$ cat src/rtl/uwf_pkg.sv
`timescale 1ns / 1ps
`default_nettype none

package uwf_pkg;

    // Widths of the timer captures and the millisecond countdown
    localparam int TIMER_BITS    = 16;
    localparam int MS_COUNT_BITS = 12;
    localparam int DRIVE_BITS    = 4;
    localparam int PHASE_BITS    = 2;
    localparam int OP_BITS       = 2;
    localparam int CFG_IDX_BITS  = 3;
    localparam int CFG_DATA_BITS = 16;

    localparam logic [TIMER_BITS-1:0]    TIMER_MAX = '1;
    localparam logic [MS_COUNT_BITS-1:0] MS_ONE    = MS_COUNT_BITS'(1);

    // Item opcodes
    localparam logic [OP_BITS-1:0] OP_FRONT = 2'd0;
    localparam logic [OP_BITS-1:0] OP_SIDE  = 2'd1;
    localparam logic [OP_BITS-1:0] OP_TICK  = 2'd2;

    // Track drive patterns: bit3 left fwd, bit2 left back, bit1 right back, bit0 right fwd
    localparam logic [DRIVE_BITS-1:0] DRV_STOP  = 4'h0;
    localparam logic [DRIVE_BITS-1:0] DRV_FWD   = 4'h9;
    localparam logic [DRIVE_BITS-1:0] DRV_LEFT  = 4'h5;
    localparam logic [DRIVE_BITS-1:0] DRV_RIGHT = 4'hA;
    localparam logic [DRIVE_BITS-1:0] DRV_PIVOT = 4'h1;

    // Manoeuvre phases
    localparam logic [PHASE_BITS-1:0] PH_IDLE  = 2'd0;
    localparam logic [PHASE_BITS-1:0] PH_NUDGE = 2'd1;
    localparam logic [PHASE_BITS-1:0] PH_PIVOT = 2'd2;
    localparam logic [PHASE_BITS-1:0] PH_CREEP = 2'd3;

    // Configuration register indexes
    localparam logic [CFG_IDX_BITS-1:0] CFG_SIDE_NEAR   = 3'd0;
    localparam logic [CFG_IDX_BITS-1:0] CFG_SIDE_FAR    = 3'd1;
    localparam logic [CFG_IDX_BITS-1:0] CFG_FRONT_CLEAR = 3'd2;
    localparam logic [CFG_IDX_BITS-1:0] CFG_NUDGE_MS    = 3'd3;
    localparam logic [CFG_IDX_BITS-1:0] CFG_PIVOT_MS    = 3'd4;
    localparam logic [CFG_IDX_BITS-1:0] CFG_CREEP_MS    = 3'd5;

    typedef struct packed {
        logic [OP_BITS-1:0]    op;
        logic [TIMER_BITS-1:0] capture_time;
    } in_item_t;

    typedef struct packed {
        logic [DRIVE_BITS-1:0] motor_drive;
        logic [TIMER_BITS-1:0] front_width;
        logic [TIMER_BITS-1:0] side_width;
        logic [PHASE_BITS-1:0] phase;
    } out_item_t;

    typedef struct packed {
        logic [TIMER_BITS-1:0]    side_near_count;
        logic [TIMER_BITS-1:0]    side_far_count;
        logic [TIMER_BITS-1:0]    front_clear_count;
        logic [MS_COUNT_BITS-1:0] nudge_ms;
        logic [MS_COUNT_BITS-1:0] pivot_ms;
        logic [MS_COUNT_BITS-1:0] creep_ms;
    } cfg_t;

endpackage

`default_nettype wire

$ cat src/rtl/uwf_cfg_regs.sv
`timescale 1ns / 1ps
`default_nettype none

module uwf_cfg_regs (
    input  wire logic                               aclk,
    input  wire logic                               aresetn,
    input  wire logic                               cfg_write,
    input  wire logic [uwf_pkg::CFG_IDX_BITS-1:0]   cfg_index,
    input  wire logic [uwf_pkg::CFG_DATA_BITS-1:0]  cfg_data,
    output uwf_pkg::cfg_t                           cfg
);
    import uwf_pkg::*;

    cfg_t cfg_reg;
    cfg_t cfg_next;

    // Register write decode; unknown indexes are dropped
    always_comb begin
        cfg_next = cfg_reg;
        if (cfg_write) begin
            case (cfg_index)
                CFG_SIDE_NEAR:   cfg_next.side_near_count   = cfg_data[TIMER_BITS-1:0];
                CFG_SIDE_FAR:    cfg_next.side_far_count    = cfg_data[TIMER_BITS-1:0];
                CFG_FRONT_CLEAR: cfg_next.front_clear_count = cfg_data[TIMER_BITS-1:0];
                CFG_NUDGE_MS:    cfg_next.nudge_ms          = cfg_data[MS_COUNT_BITS-1:0];
                CFG_PIVOT_MS:    cfg_next.pivot_ms          = cfg_data[MS_COUNT_BITS-1:0];
                CFG_CREEP_MS:    cfg_next.creep_ms          = cfg_data[MS_COUNT_BITS-1:0];
                default: ;
            endcase
        end
    end

    always_ff @(posedge aclk) begin
        if (!aresetn) begin
            cfg_reg.side_near_count   <= TIMER_BITS'(37);
            cfg_reg.side_far_count    <= TIMER_BITS'(54);
            cfg_reg.front_clear_count <= TIMER_BITS'(104);
            cfg_reg.nudge_ms          <= MS_COUNT_BITS'(30);
            cfg_reg.pivot_ms          <= MS_COUNT_BITS'(2160);
            cfg_reg.creep_ms          <= MS_COUNT_BITS'(600);
        end else begin
            cfg_reg <= cfg_next;
        end
    end

    assign cfg = cfg_reg;

endmodule

`default_nettype wire

$ cat src/rtl/uwf_echo_timer.sv
`timescale 1ns / 1ps
`default_nettype none

module uwf_echo_timer (
    input  wire logic                           aclk,
    input  wire logic                           aresetn,
    input  wire logic                           capture_en,
    input  wire logic [uwf_pkg::TIMER_BITS-1:0] capture_time,
    output logic      [uwf_pkg::TIMER_BITS-1:0] width,
    output logic      [uwf_pkg::TIMER_BITS-1:0] width_next
);
    import uwf_pkg::*;

    logic                  awaiting_fall_reg;
    logic                  awaiting_fall_next;
    logic [TIMER_BITS-1:0] rise_time_reg;
    logic [TIMER_BITS-1:0] rise_time_next;
    logic [TIMER_BITS-1:0] width_reg;

    // First capture of a pair is the rise, second the fall
    always_comb begin
        awaiting_fall_next = awaiting_fall_reg;
        rise_time_next     = rise_time_reg;
        width_next         = width_reg;
        if (capture_en) begin
            if (!awaiting_fall_reg) begin
                rise_time_next     = capture_time;
                awaiting_fall_next = 1'b1;
            end else begin
                awaiting_fall_next = 1'b0;
                if (capture_time > rise_time_reg) begin
                    width_next = capture_time - rise_time_reg;
                end else begin
                    // wrapped or equal: max minus rise plus fall, modulo the timer
                    width_next = (TIMER_MAX - rise_time_reg) + capture_time;
                end
            end
        end
    end

    always_ff @(posedge aclk) begin
        if (!aresetn) begin
            awaiting_fall_reg <= 1'b0;
            rise_time_reg     <= '0;
            width_reg         <= '0;
        end else begin
            awaiting_fall_reg <= awaiting_fall_next;
            rise_time_reg     <= rise_time_next;
            width_reg         <= width_next;
        end
    end

    assign width = width_reg;

endmodule

`default_nettype wire

$ cat src/rtl/uwf_drive_fsm.sv
`timescale 1ns / 1ps
`default_nettype none

module uwf_drive_fsm (
    input  wire logic                           aclk,
    input  wire logic                           aresetn,
    input  wire logic                           tick_en,
    input  wire logic [uwf_pkg::TIMER_BITS-1:0] front_width,
    input  wire logic [uwf_pkg::TIMER_BITS-1:0] side_width,
    input  wire uwf_pkg::cfg_t                  cfg,
    output logic      [uwf_pkg::DRIVE_BITS-1:0] drive_next,
    output logic      [uwf_pkg::PHASE_BITS-1:0] phase_next
);
    import uwf_pkg::*;

    logic [PHASE_BITS-1:0]    phase_reg;
    logic [MS_COUNT_BITS-1:0] countdown_reg;
    logic [MS_COUNT_BITS-1:0] countdown_next;
    logic                     turn_right_reg;
    logic                     turn_right_next;
    logic [DRIVE_BITS-1:0]    drive_reg;

    // Tick handling: decide in idle, count down in a timed phase
    always_comb begin
        phase_next      = phase_reg;
        countdown_next  = countdown_reg;
        turn_right_next = turn_right_reg;
        drive_next      = drive_reg;
        if (tick_en) begin
            if (phase_reg == PH_IDLE) begin
                if (side_width < cfg.side_near_count) begin
                    turn_right_next = 1'b0;
                    phase_next      = PH_NUDGE;
                    drive_next      = DRV_FWD;
                    countdown_next  = cfg.nudge_ms;
                end else if (side_width > cfg.side_far_count) begin
                    turn_right_next = 1'b1;
                    phase_next      = PH_NUDGE;
                    drive_next      = DRV_FWD;
                    countdown_next  = cfg.nudge_ms;
                end else if (front_width > cfg.front_clear_count) begin
                    drive_next = DRV_FWD;
                end else begin
                    phase_next     = PH_PIVOT;
                    drive_next     = DRV_PIVOT;
                    countdown_next = cfg.pivot_ms;
                end
            end else if (countdown_reg > MS_ONE) begin
                countdown_next = countdown_reg - MS_ONE;
            end else begin
                case (phase_reg)
                    PH_NUDGE: begin
                        phase_next     = PH_IDLE;
                        drive_next     = turn_right_reg ? DRV_RIGHT : DRV_LEFT;
                        countdown_next = '0;
                    end
                    PH_PIVOT: begin
                        phase_next     = PH_CREEP;
                        drive_next     = DRV_FWD;
                        countdown_next = cfg.creep_ms;
                    end
                    default: begin
                        phase_next     = PH_IDLE;
                        drive_next     = DRV_STOP;
                        countdown_next = '0;
                    end
                endcase
            end
        end
    end

    always_ff @(posedge aclk) begin
        if (!aresetn) begin
            phase_reg      <= PH_IDLE;
            countdown_reg  <= '0;
            turn_right_reg <= 1'b0;
            drive_reg      <= DRV_STOP;
        end else begin
            phase_reg      <= phase_next;
            countdown_reg  <= countdown_next;
            turn_right_reg <= turn_right_next;
            drive_reg      <= drive_next;
        end
    end

endmodule

`default_nettype wire

$ cat src/rtl/ultrasonic_wall_follow_controller.sv
// Ultrasonic wall-following track controller.
// Input channel (s_valid/s_ready/s_item): one item per echo capture edge of the
// front or side sensor, or per millisecond tick. Unknown opcodes only report state.
// Result channel (m_valid/m_ready/m_item): exactly one result per input item,
// carrying the track drive, both latest echo widths and the manoeuvre phase.
// Config channel (cfg_valid/cfg_ready/cfg_index/cfg_data): always ready; write
// only while no items are in flight.
// Path: an accepted item is held in the input register and is processed as it moves
// into the result register, which then presents its result.
// Throughput: one item per cycle while m_ready is high; the input and result
// registers form two stages; a new item is taken while a result waits on m_item.
// Stalls: when m_ready is low the result register holds, the input register
// fills, and s_ready drops until the result is taken.
// Reset (aresetn low, synchronous): widths, capture pairing and manoeuvre state
// clear to zero, the drive stops, thresholds return to defaults, channels empty.
`timescale 1ns / 1ps
`default_nettype none

module ultrasonic_wall_follow_controller (
    input  wire logic                              aclk,
    input  wire logic                              aresetn,
    input  wire logic                              s_valid,
    output logic                                   s_ready,
    input  wire uwf_pkg::in_item_t                 s_item,
    output logic                                   m_valid,
    input  wire logic                              m_ready,
    output uwf_pkg::out_item_t                     m_item,
    input  wire logic                              cfg_valid,
    output logic                                   cfg_ready,
    input  wire logic [uwf_pkg::CFG_IDX_BITS-1:0]  cfg_index,
    input  wire logic [uwf_pkg::CFG_DATA_BITS-1:0] cfg_data
);
    import uwf_pkg::*;

    logic      in_valid_reg;
    in_item_t  in_item_reg;
    logic      out_valid_reg;
    out_item_t out_item_reg;
    out_item_t out_item_next;
    logic      advance;
    logic      front_en;
    logic      side_en;
    logic      tick_en;
    cfg_t      cfg;

    logic [TIMER_BITS-1:0] front_width;
    logic [TIMER_BITS-1:0] front_width_next;
    logic [TIMER_BITS-1:0] side_width;
    logic [TIMER_BITS-1:0] side_width_next;
    logic [DRIVE_BITS-1:0] drive_next;
    logic [PHASE_BITS-1:0] phase_next;

    // Handshake: the item in the input register moves on when the output slot frees
    assign advance   = in_valid_reg && (!out_valid_reg || m_ready);
    assign s_ready   = !in_valid_reg || advance;
    assign cfg_ready = 1'b1;

    assign front_en = advance && (in_item_reg.op == OP_FRONT);
    assign side_en  = advance && (in_item_reg.op == OP_SIDE);
    assign tick_en  = advance && (in_item_reg.op == OP_TICK);

    uwf_cfg_regs u_cfg (
        .aclk      (aclk),
        .aresetn   (aresetn),
        .cfg_write (cfg_valid),
        .cfg_index (cfg_index),
        .cfg_data  (cfg_data),
        .cfg       (cfg)
    );

    uwf_echo_timer u_front (
        .aclk         (aclk),
        .aresetn      (aresetn),
        .capture_en   (front_en),
        .capture_time (in_item_reg.capture_time),
        .width        (front_width),
        .width_next   (front_width_next)
    );

    uwf_echo_timer u_side (
        .aclk         (aclk),
        .aresetn      (aresetn),
        .capture_en   (side_en),
        .capture_time (in_item_reg.capture_time),
        .width        (side_width),
        .width_next   (side_width_next)
    );

    uwf_drive_fsm u_fsm (
        .aclk        (aclk),
        .aresetn     (aresetn),
        .tick_en     (tick_en),
        .front_width (front_width),
        .side_width  (side_width),
        .cfg         (cfg),
        .drive_next  (drive_next),
        .phase_next  (phase_next)
    );

    // Result is the state as left by this item
    always_comb begin
        out_item_next.motor_drive = drive_next;
        out_item_next.front_width = front_width_next;
        out_item_next.side_width  = side_width_next;
        out_item_next.phase       = phase_next;
    end

    // Input register
    always_ff @(posedge aclk) begin
        if (!aresetn) begin
            in_valid_reg <= 1'b0;
        end else if (s_ready) begin
            in_valid_reg <= s_valid;
        end
    end

    always_ff @(posedge aclk) begin
        if (s_valid && s_ready) begin
            in_item_reg <= s_item;
        end
    end

    // Result register
    always_ff @(posedge aclk) begin
        if (!aresetn) begin
            out_valid_reg <= 1'b0;
        end else if (advance) begin
            out_valid_reg <= 1'b1;
        end else if (m_ready) begin
            out_valid_reg <= 1'b0;
        end
    end

    always_ff @(posedge aclk) begin
        if (advance) begin
            out_item_reg <= out_item_next;
        end
    end

    assign m_valid = out_valid_reg;
    assign m_item  = out_item_reg;

`ifndef SYNTHESIS
    // No result may be pending straight after reset
    a_reset_empty: assert property (@(posedge aclk) !aresetn |=> !m_valid)
        else $error("result valid after reset");

    // A buffered item with a free output slot yields a result next cycle
    a_advance_result: assert property (@(posedge aclk) disable iff (!aresetn)
        (in_valid_reg && (!out_valid_reg || m_ready)) |=> m_valid)
        else $error("item lost between stages");

    // Pivot phase always drives one track only
    a_pivot_drive: assert property (@(posedge aclk) disable iff (!aresetn)
        (m_valid && m_item.phase == PH_PIVOT) |-> (m_item.motor_drive == DRV_PIVOT))
        else $error("pivot phase with wrong drive");

    // An empty output stage never blocks the input
    a_ready_when_empty: assert property (@(posedge aclk) disable iff (!aresetn)
        !m_valid |-> s_ready)
        else $error("input stalled with empty output");
`endif

endmodule

`default_nettype wire

$ cat config.mk
export PLATFORM = sky130hd
export DESIGN_NAME = ultrasonic_wall_follow_controller
export DESIGN_NICKNAME = d
export VERILOG_FILES = /design/src/rtl/uwf_pkg.sv /design/src/rtl/uwf_cfg_regs.sv /design/src/rtl/uwf_echo_timer.sv /design/src/rtl/uwf_drive_fsm.sv /design/src/rtl/ultrasonic_wall_follow_controller.sv
export SDC_FILE = /design/constraint.sdc
export NUM_CORES = 1
export LEC_CHECK = 0
export ABC_AREA = 1
export BUFFER_PORTS_ARGS = -buffer_cell sky130_fd_sc_hd__buf_2
export CAP_MARGIN = 25
export CORE_MARGIN = 10
export CORE_UTILIZATION = 35
export DETAILED_ROUTE_END_ITERATION = 16
export SETUP_SLACK_MARGIN = 0.1
export SYNTH_ARGS = -nofsm -noshare
export SYNTH_HDL_FRONTEND = slang
export SYNTH_SLANG_ARGS = --single-unit
$ cat constraint.sdc
create_clock -name aclk -period 4.2 [get_ports aclk]
set_input_delay 0.21 -clock aclk [delete_from_list [all_inputs] [get_ports aclk]]
set_output_delay 0.21 -clock aclk [all_outputs]
set_load 0.02 [all_outputs]
Word-level counts from Yosys, hierarchy flattened

Index checks and enable logic that the tools add are counted.

Bits in registers: 227
Bits of input ports: 42

Order comparisons: 6
Eq/ne operators: 10
Reduce and logical (&&, ||, !) cells: 24
Muxes and demuxes: 33
Add/subtract/negate cells: 7
Bitwise logic cells: 2

Operators with widths:

| cell                     | number |
|---|---|
| $mux W16                 | 6 |
| $mux W12                 | 6 |
| $gt A16 B16 Y1           | 4 |
| $add A16 B16 Y16         | 2 |
| $sub A16 B16 Y16         | 2 |
| $sub A16 B16 Y16 const A | 2 |
| $mux W4                  | 7 |
| $reduce_and A2 Y1        | 9 |
| $lt A16 B16 Y1           | 1 |
| $mux W2                  | 7 |
| $gt A12 B1 Y1 const B    | 1 |
| $sub A12 B1 Y12 const B  | 1 |
| $pmux W4 S2              | 1 |
| $eq A3 B2 Y1 const B     | 2 |
| $eq A3 B3 Y1 const B     | 2 |
| $mux W1                  | 6 |
| $logic_and A1 B1 Y1      | 5 |
| $eq A2 B1 Y1 const B     | 2 |
| $eq A2 B2 Y1 const B     | 2 |
| $logic_not A2 Y1         | 2 |
| $ne A4 B4 Y1 const B     | 1 |
| $reduce_bool A2 Y1       | 2 |
| $eq A3 B1 Y1 const B     | 1 |
| $logic_not A3 Y1         | 1 |
| other kinds (4)          | 7 |

Longest topological paths before layout

Depth after elaboration: 6
Gate-level depth with buffers: 19
Depth with buffers taken out: 18

Modules after synthesis

Synthesis repeated with hierarchy kept, for this count alone.

Cell total of the unflattened synthesis: 1978
Area total of the unflattened synthesis: 13665.6 µm²

Modules (own cells, without submodules):

| module                            | area each (µm²) | times used | cells an instance |
|---|---|---|---|
| uwf_cfg_regs                      | 3303.2          | 1          | 468 |
| uwf_drive_fsm                     | 2945.3          | 1          | 499 |
| uwf_echo_timer (u_side)           | 2829.0          | 1          | 469 |
| uwf_echo_timer (u_front)          | 2767.7          | 1          | 462 |
| ultrasonic_wall_follow_controller | 1820.5          | 1          | 80 |

Least setup slack after synthesis

No wires, ideal clock.

Path kind: reg-to-reg
Start: reg in_item_reg[0] (netlist name)
End: reg out_item_reg, in the netlist m_item[22] (data pin)
Setup slack: 1.919 ns
Arrival: 2.030 ns
Cell stages (with the launch flop): 15
Path buffers: 1
Clock period less this slack: 2.281 ns
Cell sequence: edfxtp_1 > inv_1 > ha_1 > fa_1 > o21ai_2 > nand2_1 > nand2_1 > nand2_1 > nand2_2 > nand2_4 > buf_6 > nand2_1 > nand3_1 > nand2_1 > inv_1

Cells in the longest elaborated chain, start to end: 4

RTL lines:

| item                                           | line                                     | RTL |
|---|---|---|
| start: declaration                             | ultrasonic_wall_follow_controller.sv:36  | `in_item_t in_item_reg;` |
| start signal: assignment                       | ultrasonic_wall_follow_controller.sv:119 | `in_item_reg <= s_item;` |
| $add A16 B16 Y16, or another cell as far along | uwf_echo_timer.sv:35                     | `width_next = (TIMER_MAX - rise_time_reg) + capture_time;` |
| $mux W16 *                                     | uwf_echo_timer.sv:31                     | `if (capture_time > rise_time_reg) begin` |
| $mux W16 *                                     | uwf_echo_timer.sv:26                     | `if (!awaiting_fall_reg) begin` |
| $mux W16 *                                     | uwf_echo_timer.sv:25                     | `if (capture_en) begin` |
| net front_width_next[4]                        | ultrasonic_wall_follow_controller.sv:47  | `logic [TIMER_BITS-1:0] front_width_next;` |
| end signal: assignment                         | ultrasonic_wall_follow_controller.sv:136 | `out_item_reg <= out_item_next;` |
| end: declaration                               | ultrasonic_wall_follow_controller.sv:38  | `out_item_t out_item_reg;` |

Mark *: on every way through the listed nets, which the timed path passes. The rest lies on a longest branch.
A chain may end at the register's enable or synchronous reset.

Worst setup path in the final report

Start: reg u_side.width_reg[7] (netlist: u_side.width[7])
End: reg out_item_reg, in the netlist m_item[1] (data pin)

Cells in the longest elaborated chain, start to end: 5

RTL lines:

| item                     | line                                    | RTL |
|---|---|---|
| start: declaration       | uwf_echo_timer.sv:18                    | `logic [TIMER_BITS-1:0] width_reg;` |
| start signal: assignment | uwf_echo_timer.sv:49                    | `width_reg <= width_next;` |
| $gt A16 B16 Y1           | uwf_drive_fsm.sv:36                     | `end else if (side_width > cfg.side_far_count) begin` |
| $mux W2                  | uwf_drive_fsm.sv:36                     |  |
| $mux W2 *                | uwf_drive_fsm.sv:31                     | `if (side_width < cfg.side_near_count) begin` |
| $mux W2 *                | uwf_drive_fsm.sv:30                     | `if (phase_reg == PH_IDLE) begin` |
| $mux W2 *                | uwf_drive_fsm.sv:29                     | `if (tick_en) begin` |
| net phase_next[1]        | ultrasonic_wall_follow_controller.sv:51 | `logic [PHASE_BITS-1:0] phase_next;` |

Marked as above.

==> results.tsv <==
stage	metric	value	unit
synth	ys_seq_elements	227	
final_layout	fillers	3771	
timing	max_slew_margin	47.0	%
synth	yosysSeqAreaShare	39.7	%
final_layout	layout-drive-gt1-share	9.55	%
pwr	leakage	6.97	nW
synth	synth_area	12900	sq um
worst_setup_path	cp.arrival	3.17	ns
global_routing	overflow	0	
global_routing	grt_use_total	15.4	%
worst_setup_path	worstSetupPathType	reg2reg	
routing	antenna_left	0	
die	start_util	35.3	%
pwr	p_per_area	385	nW/um^2
routing	wl_met3	1.66	mm
clock_tree	cts_max_path_buffers	3	
clock_tree	post-cts-setup-buffers	0	
worst_setup_path	rr_endpoint	m_item[1]	
synth	synthDistinctLibCells	47	
synth	synth_fp_nets	1931	
synth	yosys_warnings	0	
global_routing	grt_pass1_vias	10679	
worst_setup_path	cp_common_cell	nand2_1	
job	drv_cap	0	
clock_tree	cts_max_level	1	
synth	avgSynthCellArea	7.15	sq um
timing	skew	0.0163	ns
die	die_x	212	microns
synth	synth_top_area_cell	dfxtp_1	
clock_tree	cts_made_buffers	26	
worst_setup_path	cp_data_required_time	4.62	ns
synth	synthMuxAreaShare	0	%
timing	finalCritPeriodShare	65.6	%
synth	synth_top_family_by_area	simple AND/OR/NAND/NOR gates	
worst_setup_path	cp_cell_sequence	ha_1 > nand2_1 > inv_1 > a21oi_1 > nand3_1 > nand2_1 > nand2_1 > nand2_1 > nand2_1 > nor2_1 > nand2_1 > nand2_1 > nand2_1 > inv_1	
worst_setup_path	cp-start-kind	flop	
hold_path	hold_path_end	u_cfg.cfg[25]	
worst_setup_path	end_kind	flop	
timing	period_minus_slack	2.75	ns
placement	post-dp-hpwl	26.8	mm
routing	vias	11344	
worst_setup_path	reg2reg_setup_slack	1.45	ns
routing	drt-initial-drc-count	789	
timing	finalSetupTns	0	ns
global_routing	antenna_found_initial	0	
routing	dr_wl_met2	16.5	mm
routing	drc_errors	0	
placement	place_ws	1.46	ns
die	die-area	44800	sq um
timing	rsz0062_at_grt	no	
final_layout	largest_reg_flops	84	
final_layout	nets	2008	
global_routing	grt_pass1_wl	56.1	mm
hold_path	hold_depth	3	
synth	syn_inst	1799	
synth	synth-xor-area-share	2.59	%
timing	tightest_slew	0.793	ns
timing	max_freq	0.363	GHz
clock_tree	cts.reportedPaths.clkPinSlew	0.06	ns
worst_setup_path	rr_worst_depth	14	
timing	hold_viol	0	
synth	synth-simple-area-share	26.7	%
clock_tree	cts.sinks	227	
final_layout	utilization	40.6	%
routing	vias_per_cell	4.80	
timing	setup_violations	0	
outcome	status	finished clean	
final_layout	area_delta_synth_final	15.0	%
routing	highest_layer	met4	
placement	portBuffers	81	
placement	place_congestion	0.905	
die	ios	83	
die	rows	70	
clock_tree	cts_tree	built	
routing	dr.pass1.iters	5	
clock_tree	clockRootBuffer	clkbuf_16	
hold_path	hp-start	cfg_data[1]	
final_layout	antenna_cells	0	
timing	slew_violations	0	
worst_setup_path	cp_max_fo	15	
synth	synth_compound_area_share	12.8	%
clock_tree	cts_resized	0	
die	fp.dieH	212	microns
routing	routedWlPerCell	14.8	microns
die	core-area	36400	sq um
synth	synth_top_area_share	26.6	%
global_routing	grt_max_degree	80	
worst_setup_path	critPathSlowestCell	nor2_1	
synth	synthTopCellsByArea	dfxtp_1 (27%), nand2_1 (14%), edfxtp_1 (13%)	
synth	synth_fa_ha_area_share	8.99	%
worst_setup_path	slowest_delay	0.66	ns
pwr	irDropWorstVdd	0.000312	V
routing	wl_met1	16.2	mm
clock_tree	clock_latency	0.55	ns
routing	routed_wl	34.9	mm
timing	worst_slack	1.45	ns
hold_path	min_path_type	in2reg	
worst_setup_path	r2r-start	u_side.width[7]	
cell usage after synthesis (all sizes together):
master and number:
clkbuf 39, a21boi 2, fa 4, nand2 473, xor2 35, o31ai 1
a21o 3, conb 1, nor3b 1, nand4 9, o311ai 1, or2 26
o21a 3, ha 86, nand3 102, nor3 15, edfxtp 56, o21ai 151
o21bai 5, nor2 200, o211ai 11, and2 1, inv 236, dfxtp 171
xnor2 3, buf 22, a21oi 135, nand3b 1, nor4 6
power breakdown:
group          leakage [nW]  switching (mW)  total [mW]  internal [mW]
sequential             1.94          0.0415        2.36           2.31
clock                 0.466           0.936        2.49           1.55
combinational          4.56           0.569       0.847          0.279
critical path, delay by kind of cell, from the launching register on:
family	cells	cell delay (ns)
AO/OA/AOI/OAI	1	0.16
flip-flops	1	0.39
adder cells (fa/ha/maj)	1	0.27
buffers and inverters	2	0.11
AND/OR/NAND/NOR	10	1.69
layout by cell type (no fill, tap or decap), drive strengths merged:
master | Yosys | routed
a21boi | 2 | 2
a21o | 3 | 3
a21oi | 135 | 135
and2 | 1 | 1
buf | 22 | 89
bufinv | 0 | 5
clkbuf | 39 | 33
clkinv | 0 | 7
clkinvlp | 0 | 2
conb | 1 | 1
dfxtp | 171 | 171
dlygate4sd3 | 0 | 21
edfxtp | 56 | 56
fa | 4 | 4
ha | 86 | 86
inv | 236 | 237
nand2 | 473 | 473
nand3 | 102 | 102
nand3b | 1 | 1
nand4 | 9 | 9
nor2 | 200 | 200
nor3 | 15 | 15
nor3b | 1 | 1
nor4 | 6 | 6
o211ai | 11 | 11
o21a | 3 | 3
o21ai | 151 | 151
o21bai | 5 | 5
o311ai | 1 | 1
o31ai | 1 | 1
or2 | 26 | 26
xnor2 | 3 | 3
xor2 | 35 | 35
per-layer routing:
metal	GRT usage [%]	vias up
met1	20.3	5155
met2	26.0	213
li1	-	5931
met5	0	-
met3	2.54	45
met4	3.10	0
kinds of logic after synthesis:
kind of cell	after synthesis
flip-flops	227
buffers and inverters	297
adder cells (fa/ha/maj)	90
AO/OA/AOI/OAI	312
XOR/XNOR	38
other	1
AND/OR/NAND/NOR	834
worst max-delay path by stage:
| stage | from | endpoint | slack [ns] | cells past startpoint |
|---|---|---|---|---|
| global route | u_side.width[7] | m_item[1] | 1.12 | 14 |
| finish | u_side.width[7] | m_item[1] | 1.45 | 14 |
| floorplan | in_item_reg[0] | m_item[22] | 1.92 | 14 |
| detailed placement | u_cfg.cfg[59] | m_item[1] | 1.46 | 15 |
| CTS | u_side.width[7] | m_item[1] | 1.43 | 14 |
| global placement | u_cfg.cfg[59] | m_item[1] | 1.51 | 15 |
area by class of cell:
class / count / area (sq um) / share of cell area, %
multi-input combinational: 1275 / 6580 / 44.5
sequential: 227 / 5100 / 34.5
inverter: 236 / 893 / 6.04
clock buffer: 33 / 739 / 5.00
timing repair buffer: 110 / 678 / 4.59
tap: 468 / 586 / 3.96
clock inverter: 15 / 210 / 1.42
repair_timing:
item                                   CTS  global route
hold buffers                            21             0
endpoints found under the hold margin   20             0
setup endpoints to repair                0             0
stage by stage:
stage,total power [mW],cell area (sq um),cells,hold WS [ns]
finish,5.69,14800,2364,0.0259
global route,5.96,14800,2364,0.0180
CTS,5.75,14800,2364,0.00381
detailed placement,3.23,13600,2295,0.388
global placement,3.23,13600,2294,0.386
floorplan,3.00,12900,1799,0.309
(Power assumes the default switching activity.)
